===== src/hdl/dsp_pkg.sv =====
// Shared types and constants for the Doppler spectrum to pixel converter.
`default_nettype none
package dsp_pkg;
	localparam int IDX_W   = 6;
	localparam int MAG_W   = 16;
	localparam int PIX_W   = 8;
	localparam int ADDR_W  = IDX_W + 1;
	localparam int RAM_DEPTH = 2 ** ADDR_W;

	typedef struct packed {
		logic signed [15:0] bin_real;
		logic signed [15:0] bin_imag;
	} in_beat_t;

	typedef struct packed {
		logic [PIX_W-1:0] pixel_value;
		logic [IDX_W-1:0] pixel_position;
		logic             frame_done;
	} out_beat_t;

	// one finished frame waiting for pixel conversion
	typedef struct packed {
		logic [MAG_W-1:0] peak;
		logic [PIX_W-1:0] thr;
	} job_t;

	typedef struct packed {
		logic              en;
		logic [ADDR_W-1:0] addr;
		logic [MAG_W-1:0]  data;
	} ram_wr_t;

	typedef enum logic [2:0] {
		F_IDLE, F_SQUARE, F_SUM, F_ROOT, F_STORE
	} front_state_t;

	typedef enum logic [2:0] {
		B_IDLE, B_READ, B_MUL, B_DIV, B_OUT
	} back_state_t;
endpackage
`default_nettype wire


===== src/hdl/dsp_ram.sv =====
// Generic single-write, single-read RAM with registered read data.
`default_nettype none
module dsp_ram #(
	parameter int WIDTH = 16,
	parameter int DEPTH = 128
) (
	input  wire logic                     clk,
	input  wire logic                     wr_en,
	input  wire logic [$clog2(DEPTH)-1:0] wr_addr,
	input  wire logic [WIDTH-1:0]         wr_data,
	input  wire logic                     rd_en,
	input  wire logic [$clog2(DEPTH)-1:0] rd_addr,
	output logic      [WIDTH-1:0]         rd_data
);
	logic [WIDTH-1:0] mem_q [DEPTH];

	always_ff @(posedge clk) begin
		if (wr_en) begin
			mem_q[wr_addr] <= wr_data;
		end
		if (rd_en) begin
			rd_data <= mem_q[rd_addr];
		end
	end
endmodule
`default_nettype wire


===== src/hdl/dsp_front.sv =====
// Front end: takes bins, computes integer magnitude, stores it and tracks the frame peak.
`default_nettype none
module dsp_front #(
	parameter int BINS_PER_FRAME = 64
) (
	input  wire logic             clk,
	input  wire logic             arst_n,
	input  wire logic             in_valid,
	output logic                  in_stall,
	input  wire dsp_pkg::in_beat_t in_beat,
	input  wire logic [7:0]       thr,
	input  wire logic             q_full,
	output logic                  job_push,
	output dsp_pkg::job_t         job,
	output dsp_pkg::ram_wr_t      ram_wr
);
	import dsp_pkg::*;

	localparam logic [IDX_W-1:0] LAST = IDX_W'(BINS_PER_FRAME - 1);

	front_state_t     state_q, state_n;
	logic signed [15:0] re_q, im_q;
	logic [31:0]      sq_re_q, sq_im_q, pow_q;
	logic [17:0]      rem_q;
	logic [15:0]      root_q;
	logic [3:0]       step_q;
	logic [MAG_W-1:0] peak_q, peak_n;
	logic [IDX_W-1:0] cnt_q;
	logic             bank_q;
	logic [19:0]      rem_sh, trial;
	logic             take;
	logic             accept, last;

	assign accept = in_valid && !in_stall;
	assign last   = (cnt_q == LAST);

	// one root digit per cycle
	assign rem_sh = {rem_q, pow_q[31:30]};
	assign trial  = {2'b00, root_q, 2'b01};
	assign take   = (rem_sh >= trial);
	assign peak_n = (root_q > peak_q) ? root_q : peak_q;

	// next state
	always_comb begin
		state_n = state_q;
		case (state_q)
			F_IDLE:   if (accept) state_n = F_SQUARE;
			F_SQUARE: state_n = F_SUM;
			F_SUM:    state_n = F_ROOT;
			F_ROOT:   if (step_q == 4'd0) state_n = F_STORE;
			F_STORE:  state_n = F_IDLE;
			default:  state_n = F_IDLE;
		endcase
	end

	// outputs
	always_comb begin
		in_stall     = (state_q != F_IDLE) || q_full;
		ram_wr.en    = (state_q == F_STORE);
		ram_wr.addr  = {bank_q, cnt_q};
		ram_wr.data  = root_q;
		job_push     = (state_q == F_STORE) && last;
		job.peak     = peak_n;
		job.thr      = thr;
	end

	always_ff @(posedge clk or negedge arst_n) begin
		if (!arst_n) begin
			state_q <= F_IDLE;
			peak_q  <= '0;
			cnt_q   <= '0;
			bank_q  <= 1'b0;
		end else begin
			state_q <= state_n;
			if (state_q == F_STORE) begin
				if (last) begin
					peak_q <= '0;
					cnt_q  <= '0;
					bank_q <= ~bank_q;
				end else begin
					peak_q <= peak_n;
					cnt_q  <= cnt_q + 1'b1;
				end
			end
		end
	end

	// datapath
	always_ff @(posedge clk) begin
		case (state_q)
			F_IDLE: begin
				if (accept) begin
					re_q <= in_beat.bin_real;
					im_q <= in_beat.bin_imag;
				end
			end
			F_SQUARE: begin
				sq_re_q <= 32'(re_q * re_q);
				sq_im_q <= 32'(im_q * im_q);
			end
			F_SUM: begin
				pow_q  <= sq_re_q + sq_im_q;
				rem_q  <= '0;
				root_q <= '0;
				step_q <= 4'd15;
			end
			F_ROOT: begin
				pow_q  <= {pow_q[29:0], 2'b00};
				step_q <= step_q - 1'b1;
				if (take) begin
					rem_q  <= 18'(rem_sh - trial);
					root_q <= {root_q[14:0], 1'b1};
				end else begin
					rem_q  <= rem_sh[17:0];
					root_q <= {root_q[14:0], 1'b0};
				end
			end
			default: ;
		endcase
	end
endmodule
`default_nettype wire


===== src/hdl/dsp_back.sv =====
// Back end: reads stored magnitudes, scales by the frame peak, thresholds and emits pixels.
`default_nettype none
module dsp_back #(
	parameter int BINS_PER_FRAME = 64
) (
	input  wire logic              clk,
	input  wire logic              arst_n,
	input  wire logic              job_valid,
	input  wire dsp_pkg::job_t     job,
	output logic                   job_pop,
	output logic                   rd_en,
	output logic [dsp_pkg::ADDR_W-1:0] rd_addr,
	input  wire logic [dsp_pkg::MAG_W-1:0] rd_data,
	output logic                   out_valid,
	input  wire logic              out_stall,
	output dsp_pkg::out_beat_t     out_beat
);
	import dsp_pkg::*;

	localparam logic [IDX_W-1:0] LAST = IDX_W'(BINS_PER_FRAME - 1);
	localparam logic [IDX_W:0]   HALF = (IDX_W+1)'(BINS_PER_FRAME / 2);

	back_state_t      state_q, state_n;
	logic [IDX_W-1:0] idx_q;
	logic             bank_q;
	logic [15:0]      rem_q;
	logic [7:0]       lo_q, quo_q;
	logic [2:0]       step_q;
	logic [23:0]      prod;
	logic [16:0]      rem_sh;
	logic             qbit;
	logic [7:0]       quo_n, pix;
	logic [IDX_W:0]   i7, pos;
	logic             out_acc;
	out_beat_t        beat_q;

	assign out_acc = out_valid && !out_stall;
	assign prod    = {rd_data, 8'h00} - {8'h00, rd_data};
	assign rem_sh  = {rem_q, lo_q[7]};
	assign qbit    = (rem_sh >= {1'b0, job.peak});
	assign quo_n   = {quo_q[6:0], qbit};
	assign pix     = (job.peak == '0 || quo_n < job.thr) ? 8'h00 : quo_n;
	assign i7      = {1'b0, idx_q};
	assign pos     = (i7 <= HALF) ? (i7 + HALF - 1'b1) : (i7 - HALF - 1'b1);

	// next state
	always_comb begin
		state_n = state_q;
		case (state_q)
			B_IDLE:  if (job_valid) state_n = B_READ;
			B_READ:  state_n = B_MUL;
			B_MUL:   state_n = B_DIV;
			B_DIV:   if (step_q == 3'd0) state_n = B_OUT;
			B_OUT: begin
				if (out_acc) state_n = (idx_q == LAST) ? B_IDLE : B_READ;
			end
			default: state_n = B_IDLE;
		endcase
	end

	// outputs
	always_comb begin
		rd_en     = (state_q == B_READ);
		rd_addr   = {bank_q, idx_q};
		out_valid = (state_q == B_OUT);
		out_beat  = beat_q;
		job_pop   = out_acc && (idx_q == LAST);
	end

	always_ff @(posedge clk or negedge arst_n) begin
		if (!arst_n) begin
			state_q <= B_IDLE;
			idx_q   <= '0;
			bank_q  <= 1'b0;
		end else begin
			state_q <= state_n;
			if (out_acc) begin
				if (idx_q == LAST) begin
					idx_q  <= '0;
					bank_q <= ~bank_q;
				end else begin
					idx_q <= idx_q + 1'b1;
				end
			end
		end
	end

	// restoring divide, one quotient bit a cycle
	always_ff @(posedge clk) begin
		case (state_q)
			B_MUL: begin
				rem_q  <= prod[23:8];
				lo_q   <= prod[7:0];
				quo_q  <= '0;
				step_q <= 3'd7;
			end
			B_DIV: begin
				lo_q   <= {lo_q[6:0], 1'b0};
				quo_q  <= quo_n;
				step_q <= step_q - 1'b1;
				rem_q  <= qbit ? 16'(rem_sh - {1'b0, job.peak}) : rem_sh[15:0];
				if (step_q == 3'd0) begin
					beat_q.pixel_value    <= pix;
					beat_q.pixel_position <= pos[IDX_W-1:0];
					beat_q.frame_done     <= (idx_q == LAST);
				end
			end
			default: ;
		endcase
	end
endmodule
`default_nettype wire


===== src/hdl/doppler_spectrum_to_pixels.sv =====
// Top level: Doppler spectrum bins in, normalized spectrum-shifted pixels out.
//
//  channel  direction  handshake            beat
//  in       input      in_valid / in_stall  in_beat  (bin_real, bin_imag)
//  out      output     out_valid/out_stall  out_beat (pixel_value, pixel_position, frame_done)
//  cfg      input      cfg_we               cfg_wdata (pixel_threshold)
//
// Each bin passes through the front end in order: accept, square, sum, the
// one-digit-a-cycle square root and store. Each pixel passes through the back end
// as RAM read, scale, 8-step divide by the peak, then output until it is taken.
// A two-bank magnitude RAM and a two-entry frame queue let the next frame load
// while the previous one drains; input stalls when both banks are pending.
// Reset clears control state and the threshold; the RAM needs no clearing.
`default_nettype none
module doppler_spectrum_to_pixels #(
	parameter int BINS_PER_FRAME = 64
) (
	input  wire logic               clk,
	input  wire logic               arst_n,
	input  wire logic               in_valid,
	output logic                    in_stall,
	input  wire dsp_pkg::in_beat_t  in_beat,
	output logic                    out_valid,
	input  wire logic               out_stall,
	output dsp_pkg::out_beat_t      out_beat,
	input  wire logic               cfg_we,
	input  wire logic [7:0]         cfg_wdata
);
	import dsp_pkg::*;

	logic [7:0]        thr_q;
	logic              job_push, job_pop;
	job_t              job_in;
	job_t              q_mem_q [2];
	logic              wp_q, rp_q;
	logic [1:0]        q_cnt_q;
	ram_wr_t           ram_wr;
	logic              rd_en;
	logic [ADDR_W-1:0] rd_addr;
	logic [MAG_W-1:0]  rd_data;

	// threshold register
	always_ff @(posedge clk or negedge arst_n) begin
		if (!arst_n) begin
			thr_q <= '0;
		end else if (cfg_we) begin
			thr_q <= cfg_wdata;
		end
	end

	dsp_front #(.BINS_PER_FRAME(BINS_PER_FRAME)) u_front (
		.clk      (clk),
		.arst_n   (arst_n),
		.in_valid (in_valid),
		.in_stall (in_stall),
		.in_beat  (in_beat),
		.thr      (thr_q),
		.q_full   (q_cnt_q == 2'd2),
		.job_push (job_push),
		.job      (job_in),
		.ram_wr   (ram_wr)
	);

	// frame queue between front and back
	always_ff @(posedge clk or negedge arst_n) begin
		if (!arst_n) begin
			wp_q    <= 1'b0;
			rp_q    <= 1'b0;
			q_cnt_q <= '0;
		end else begin
			if (job_push) wp_q <= ~wp_q;
			if (job_pop)  rp_q <= ~rp_q;
			q_cnt_q <= q_cnt_q + {1'b0, job_push} - {1'b0, job_pop};
		end
	end

	always_ff @(posedge clk) begin
		if (job_push) begin
			q_mem_q[wp_q] <= job_in;
		end
	end

	dsp_ram #(.WIDTH(MAG_W), .DEPTH(RAM_DEPTH)) u_ram (
		.clk     (clk),
		.wr_en   (ram_wr.en),
		.wr_addr (ram_wr.addr),
		.wr_data (ram_wr.data),
		.rd_en   (rd_en),
		.rd_addr (rd_addr),
		.rd_data (rd_data)
	);

	dsp_back #(.BINS_PER_FRAME(BINS_PER_FRAME)) u_back (
		.clk       (clk),
		.arst_n    (arst_n),
		.job_valid (q_cnt_q != 2'd0),
		.job       (q_mem_q[rp_q]),
		.job_pop   (job_pop),
		.rd_en     (rd_en),
		.rd_addr   (rd_addr),
		.rd_data   (rd_data),
		.out_valid (out_valid),
		.out_stall (out_stall),
		.out_beat  (out_beat)
	);

	// checks
	a_q_no_overflow: assert property (@(posedge clk) disable iff (!arst_n)
		job_push |-> (q_cnt_q != 2'd2)) else $error("frame queue overflow");
	a_q_no_underflow: assert property (@(posedge clk) disable iff (!arst_n)
		job_pop |-> (q_cnt_q != 2'd0)) else $error("frame queue underflow");
	a_done_pops: assert property (@(posedge clk) disable iff (!arst_n)
		(out_valid && !out_stall && out_beat.frame_done) |-> job_pop)
		else $error("last pixel did not retire its frame");
	a_out_needs_job: assert property (@(posedge clk) disable iff (!arst_n)
		out_valid |-> (q_cnt_q != 2'd0)) else $error("pixel without pending frame");
endmodule
`default_nettype wire


===== config.mk =====
export PLATFORM = sky130hd
export DESIGN_NAME = doppler_spectrum_to_pixels
export DESIGN_NICKNAME = d
export VERILOG_FILES = /design/src/hdl/dsp_pkg.sv /design/src/hdl/dsp_ram.sv /design/src/hdl/dsp_front.sv /design/src/hdl/dsp_back.sv /design/src/hdl/doppler_spectrum_to_pixels.sv
export SDC_FILE = /design/constraint.sdc
export NUM_CORES = 2
export LEC_CHECK = 0
export BUFFER_PORTS_ARGS = -buffer_cell sky130_fd_sc_hd__buf_2
export CAP_MARGIN = 20
export CORE_ASPECT_RATIO = 0.9
export CORE_MARGIN = 5
export CORE_UTILIZATION = 34
export CTS_BUF_LIST = sky130_fd_sc_hd__clkbuf_4 sky130_fd_sc_hd__clkbuf_8
export DETAILED_ROUTE_END_ITERATION = 8
export GPL_TIMING_DRIVEN = 0
export PLACE_DENSITY = 0.5
export SYNTH_ARGS = -nofsm -noshare
export SYNTH_HDL_FRONTEND = slang
export SYNTH_HIERARCHICAL = 1
export SYNTH_SLANG_ARGS = --single-unit

===== constraint.sdc =====
create_clock -name clk -period 12.45 [get_ports clk]
set_input_delay 1.245 -clock clk [delete_from_list [all_inputs] [get_ports clk]]
set_output_delay 1.245 -clock clk [all_outputs]
set_load 0.03 [all_outputs]

* Word-level counts from Yosys, hierarchy flattened
Memory sizes are Yosys's and may differ from the RTL's. A register that Yosys moved wholly into a read port is not among the register bits.
Index checks and enable logic that the tools add are counted.
** Word-level totals
- Bits in registers :: 263
- Bits in latches :: 0
- Bits in writable memories :: 2096
- Bits in read-only memories :: 0
- Bits of input ports :: 45
- Output and inout bits :: 17
- Word-level logic and storage cells :: 120
- Memories :: 2
** Memories
- u_ram.mem_q :: words 128, bits a word 16, read ports 1, clocked after memory_dff 1, write ports 1, RTL line dsp_ram.sv:15 : logic [WIDTH-1:0] mem_q [DEPTH];
- q_mem_q :: words 2, bits a word 24, read ports 1, clocked after memory_dff 0, write ports 1, RTL line doppler_spectrum_to_pixels.sv:34 : job_t q_mem_q [2];
** Operators by class
- Add/sub/neg operators :: 14
- Multiply operators :: 2
- Div/mod/pow operators :: 0
- $lt $le $gt $ge :: 5
- Equality and inequality tests :: 16
- Shift-type cells :: 0
- Muxes and demuxes :: 28
- Bitwise gates (word level) :: 4
- Reductions and logical operators :: 23
** Operators with widths (count)
- 16-bit by 16-bit multiplier with 32-bit output :: 2
- 16-bit one-hot mux with 2 select lines :: 2
- 32-bit one-hot mux with 2 select lines :: 1
- 16-bit two-way mux :: 3
- 18-bit one-hot mux with 2 select lines :: 1
- 32-bit adder :: 1
- 24-bit by 16-bit subtractor with 24-bit output :: 1
- 20-bit by 18-bit >= comparator with 1-bit output :: 1
- 18-bit two-way mux :: 1
- 6-bit two-way mux :: 3
- 18-bit subtractor :: 1
- 17-bit by 16-bit >= comparator with 1-bit output :: 1
- 16-bit greater-than comparator :: 1
- 16-bit zero test :: 1
- 8-bit one-hot mux with 2 select lines :: 1
- 16-bit subtractor :: 1
- 3-bit two-way mux :: 5
- 3-bit one-hot mux with 5 select lines :: 1
- 7-bit one-hot mux with 2 select lines :: 1
- 6-bit by 1-bit adder with 6-bit output (second input constant) :: 2
- 3-bit by 2-bit equality test with 1-bit output (second input constant) :: 4
- 6-bit equality test (second input constant) :: 2
- 3-bit one-hot mux with 4 select lines :: 1
- 6-bit by 1-bit subtractor with 6-bit output (second input constant) :: 2
- other kinds (26) :: 52

* Logic depth before layout (Yosys ltp)
- Depth in word-level cells :: 6
- Mapped depth :: 25
- Depth with buffers taken out :: 24

* By module
Netlist, hierarchy kept.
** Modules (own cells, without submodules)
- dsp_ram :: instances 1, cells each 3086, area each 78683.0 um^2, seq. area each 61979.4 um^2
- dsp_front :: instances 1, cells each 2711, area each 27025.9 um^2, seq. area each 5575.3 um^2
- dsp_back :: instances 1, cells each 448, area each 4305.4 um^2, seq. area each 1721.7 um^2
- doppler_spectrum_to_pixels :: instances 1, cells each 107, area each 2328.5 um^2, seq. area each 1741.7 um^2

* Worst setup path after synthesis
OpenSTA, ideal clock, no wires.
- Path kind :: reg2reg
- Start :: register u_front.re_q[15]
- End :: register u_front.sq_re_q[31], data pin
- Library setup time :: 260 ps
- Arrival :: 6105 ps
- Data required time :: 12190 ps
- Slack :: 6085 ps
- Stages on the path, launching flop included :: 23
- Buffers on the path :: 2
- Clock period less this slack :: 6365 ps
- Cells stage by stage :: edfxtp_1 clkbuf_1 clkbuf_1 nand2_1 fa_1 inv_1 fa_1 fa_1 fa_1 fa_1 inv_1 fa_1 inv_1 ha_1 a21o_1 a21oi_1 o21bai_1 a21oi_1 o21ai_1 a2111oi_0 o21bai_1 a21oi_1 xnor2_1
** Between the ends
- Longest elaborated chain between the ends :: 1
** Ends and longest elaborated chain
- start, declared :: RTL line dsp_front.sv:22 : logic signed [15:0] re_q, im_q;
- start signal, assigned :: RTL line dsp_front.sv:93 : re_q <= in_beat.bin_real;
- 16-bit by 16-bit multiplier with 32-bit output :: RTL line dsp_front.sv:98 : sq_re_q <= 32'(re_q * re_q);
- end signal, assigned :: RTL line dsp_front.sv:98
- end, declared :: RTL line dsp_front.sv:23 : logic [31:0] sq_re_q, sq_im_q, pow_q;
Every way passes these cells.
A chain may end at the register's enable or synchronous reset.

* Final worst setup path
- Start :: register u_front.re_q[5]
- End :: register u_front.sq_re_q[31], data pin
The elaborated chain is that of the path after synthesis.

==> impl_results.rst <==
.. list-table::
   :header-rows: 1

   * - Metric
     - Value
   * - Run status
     - completed
   * - Area of the core region
     - 330000 sq um
   * - Pin count of the biggest net entering global routing
     - 49
   * - Via-per-instance ratio
     - 5.09
   * - Maximum fanout along the worst path
     - 10
   * - Combinational family with the most area after synthesis
     - multiplexers
   * - Total count of max-transition violations in the final report
     - 0
   * - Xor/xnor share of the synthesized area
     - 0.0133
   * - MaxCap Viol Count
     - 0
   * - Leak pwr
     - 0.0465 uW
   * - CTS tree
     - done
   * - Number of nets in the finished design
     - 7870
   * - Grt ovf
     - 0
   * - Endpoint of the most critical register-to-register path
     - u_front/sq_re_q[31]
   * - Floorplan die width
     - 616 um
   * - Number of filler instances in the final layout
     - 29700
   * - Synth warn
     - 6
   * - Area used by multi-input combinational logic
     - 37900 sq um
   * - Post-synthesis instance area
     - 112000 sq um
   * - Global-route wire length before repair
     - 443000 um
   * - Vias in the first global route
     - 62100
   * - Global placer's final weighted congestion
     - 0.878
   * - Resized Gates After CTS
     - 0
   * - Class of the most critical hold timing path
     - in -> async
   * - Routed wire length
     - 306000 um
   * - Most numerous cell in the Yosys netlist
     - edfxtp_1
   * - Total power of the final layout
     - 24000 uW
   * - CTS clock-pin slew for the worst setup and hold paths
     - 0.06 ns
   * - Post-synthesis mux area share
     - 0.143
   * - DR pass1 iterations
     - 7
   * - Post-synth cell types
     - 91
   * - Synth top cells by count
     - 2325 x edfxtp_1, 720 x inv_1, 672 x mux4_2
   * - Final worst clock skew
     - 0.0751 ns
   * - Cells after synthesis
     - 6352
   * - Worst reg-to-reg path cell count
     - 22
   * - Register area share after synthesis
     - 0.632
   * - Slowest cell on crit path
     - fa_1
   * - Ranking of synthesized cells by area
     - edfxtp_1 62%, mux4_2 13%, fa_1 8.3%
   * - Initial standard-cell utilization of the core
     - 0.341
   * - Final setup TNS
     - 0 ns
   * - Detailed-route DRC error count
     - 0
   * - Power per unit of standard cell area
     - 183 nW/um^2
   * - CP required
     - 13.19 ns
   * - Number of hold buffers added after cts
     - 0
   * - Cell area after placement
     - 124000 sq um
   * - Count of clock tree sinks
     - 2373
   * - Post-CTS setup repair buffer count
     - 0
   * - Number of flip-flops and latches in the synthesized netlist
     - 2373
   * - Final period demand of the worst path
     - 7.71 ns
   * - Floorplan die area
     - 342000 sq um
   * - Number of hold violations in the final report
     - 0
   * - Half-perimeter wire length of the detailed placement result
     - 227000 um
   * - Cell type with the largest total area after synthesis
     - edfxtp_1
   * - Port Buffer Count
     - 60
   * - Complex-gate fraction of the synthesized area
     - 0.0249
   * - Worst Path Class, Setup
     - reg -> reg
   * - Number of rows created at floorplan
     - 200
   * - FF-to-FF setup slack
     - 4.74 ns
   * - RSZ-0062 raised after global routing
     - no
   * - CTS H-tree depth
     - 5
   * - Critical Path Sink Type
     - register
   * - Post-synthesis simple-gate area fraction
     - 0.0372
   * - Worst slew pin tran
     - 1.24 ns
   * - Mean Syn Cell Area
     - 17.7 sq um
   * - Peak supply drop
     - 113 uV
   * - Die extent in y
     - 555 um
   * - Fmax achieved
     - 130 MHz
   * - CTS root buf
     - clkbuf_8
   * - Launch instance of the worst register-to-register path
     - u_front/re_q[5]
   * - Worst Setup Start Kind
     - register
   * - Initial antenna violation count
     - 28
   * - Cell class contributing the biggest share of worst-path delay
     - adder cells
   * - Number of top-level design ports
     - 62
   * - EDFF count, synth
     - 2325
   * - Worst path cell trace
     - clkbuf_1, clkbuf_1, nand2_1, fa_1, inv_1, fa_1, fa_1, fa_1, fa_1, inv_1, fa_1, inv_1, ha_1, a21o_1, a21oi_1, o21bai_1, a21oi_1, o21ai_1, a2111oi_0, o21bai_1, a21oi_1, xnor2_1
   * - Most instantiated flip-flop cell in the synthesis netlist
     - edfxtp_1
   * - Share of post-route cells with drive strength above 1
     - 0.260
   * - GRT Total Usage
     - 0.177
   * - Post-route clock period utilization
     - 0.619
   * - Post-detailed-route wirelength per cell
     - 26.1 um
   * - Share of flip-flops with an asynchronous set or reset
     - 0.0202
   * - Vias post-DR
     - 59700
   * - Insertion delay to the later sink of the worst-skew pair
     - 1.03 ns
   * - Count of buffering cells on the critical path with inverters included
     - 5
   * - CTS buffer count
     - 395
   * - Finished Cell Area
     - 131000 sq um
   * - Critical path arrival
     - 8.44 ns
   * - Area share of fa/ha/maj cells after synthesis
     - 0.115
   * - Synth-to-layout area growth
     - 16.8%
   * - Tightest slew margin relative to the limit
     - 0.172
   * - Detail Route Antenna Nets
     - 0
   * - Setup Viol. Count Final
     - 0
   * - Largest buffer count on any clock path
     - 4
   * - Top cell type's share of synthesized area
     - 0.621
   * - Synthesized Nets
     - 7148
   * - Cell occurring most often along the worst timing path
     - fa_1
   * - Crit-path max cell delay
     - 0.84 ns
   * - Area used by sequential logic in the layout
     - 71000 sq um
   * - First DRT Iteration DRCs
     - 5215
cell type report:
cell class | instances | share of cell area
Antenna cell | 8 | 0.000153
Buffer | 257 | 0.00876
Clock buffer | 541 | 0.0501
Clock inverter | 152 | 0.00774
Inverter | 722 | 0.0206
Multi-Input combinational cell | 3000 | 0.288
Sequential cell | 2373 | 0.541
Tap cell | 4343 | 0.0414
Timing Repair Buffer | 325 | 0.0417
power by group:
part / total [uW] / switching [uW] / internal [uW]
clock: 6760 / 3130 / 3620
sequential: 10400 / 250 / 10100
combinational: 6820 / 4060 / 2760
total: 24000 / 7440 / 16500
routing by layer:
layer  GRT usage  part of all wire
met1       0.263              0.46
met2       0.270              0.45
met3      0.0323             0.065
met4      0.0432             0.023
met5     0.00126           0.00026
cell usage in the layout, fill, tap and decap left out, types with 14 or more instances in the layout:
| cell | synthesis | routed |
|---|---|---|
| mux2_2 | 31 | 31 |
| dfrtp_1 | 48 | 48 |
| clkinv_1 | 2 | 81 |
| inv_1 | 720 | 720 |
| mux2_4 | 19 | 19 |
| xor2_1 | 45 | 45 |
| buf_8 | 0 | 127 |
| mux2i_1 | 31 | 31 |
| clkinv_2 | 0 | 41 |
| nand4_1 | 19 | 19 |
| a21oi_1 | 123 | 123 |
| buf_6 | 3 | 28 |
| nor2_1 | 315 | 195 |
| o21ai_0 | 71 | 71 |
| fa_1 | 468 | 468 |
| buf_16 | 0 | 98 |
| clkbuf_8 | 0 | 403 |
| buf_12 | 2 | 16 |
| nor3_1 | 36 | 27 |
| nand2_1 | 282 | 282 |
| o21ai_1 | 14 | 14 |
| buf_4 | 13 | 15 |
| ha_1 | 283 | 283 |
| nor2b_1 | 37 | 35 |
| buf_1 | 31 | 31 |
| nand3_1 | 40 | 40 |
| clkbuf_1 | 154 | 143 |
| o21bai_1 | 14 | 14 |
| mux4_2 | 672 | 672 |
| buf_2 | 54 | 113 |
| nor2_2 | 0 | 119 |
| clkbuf_4 | 0 | 138 |
| edfxtp_1 | 2325 | 2325 |
| a22o_1 | 17 | 17 |
| o21a_1 | 26 | 26 |
| nand2b_1 | 18 | 18 |
| a21o_1 | 44 | 44 |
| xnor2_1 | 123 | 123 |
| and2_1 | 93 | 93 |
worst max-delay path by stage:
stage / from / endpoint / slack (ns) / cells after the start
after floorplan: u_front/re_q[15] / u_front/sq_re_q[31] / 6.09 / 22
after detailed placement: u_front/re_q[5] / u_front/sq_re_q[31] / 4.69 / 22
final: u_front/re_q[5] / u_front/sq_re_q[31] / 4.74 / 22
after CTS: u_front/re_q[5] / u_front/sq_re_q[31] / 4.64 / 22
after global routing: u_front/re_q[5] / u_front/sq_re_q[31] / 4.25 / 22
after global placement: u_front/re_q[15] / u_front/sq_re_q[31] / 4.76 / 22
flip-flops by register name, indices dropped and copies added (netlist names), 18 cells and up:
register,flops
u_front/rem_q,18
q_mem_q,48
u_front/sq_re_q,31
u_front/pow_q,32
u_ram/mem_q,2048
u_front/sq_im_q,31
cell families after synthesis:
family	count (synthesis)
adder cells (fa/ha/maj)	751
buffers and inverters	979
XOR/XNOR	169
flip-flops	2373
AND/OR/NAND/NOR	909
multiplexers	754
AO/OA/AOI/OAI	417
stage by stage:
step | utilization | hold slack (ns) | setup slack, ns | std cells
floorplan | - | 0.443 | 6.09 | 6352
global placement | 0.358 | 0.471 | 4.76 | 10800
detailed placement | 0.375 | 0.493 | 4.69 | 11000
CTS | 0.398 | 0.230 | 4.64 | 11700
global route | 0.398 | 0.279 | 4.25 | 11700
finish | 0.398 | 0.292 | 4.74 | 11700
(Power assumes the default switching activity.)
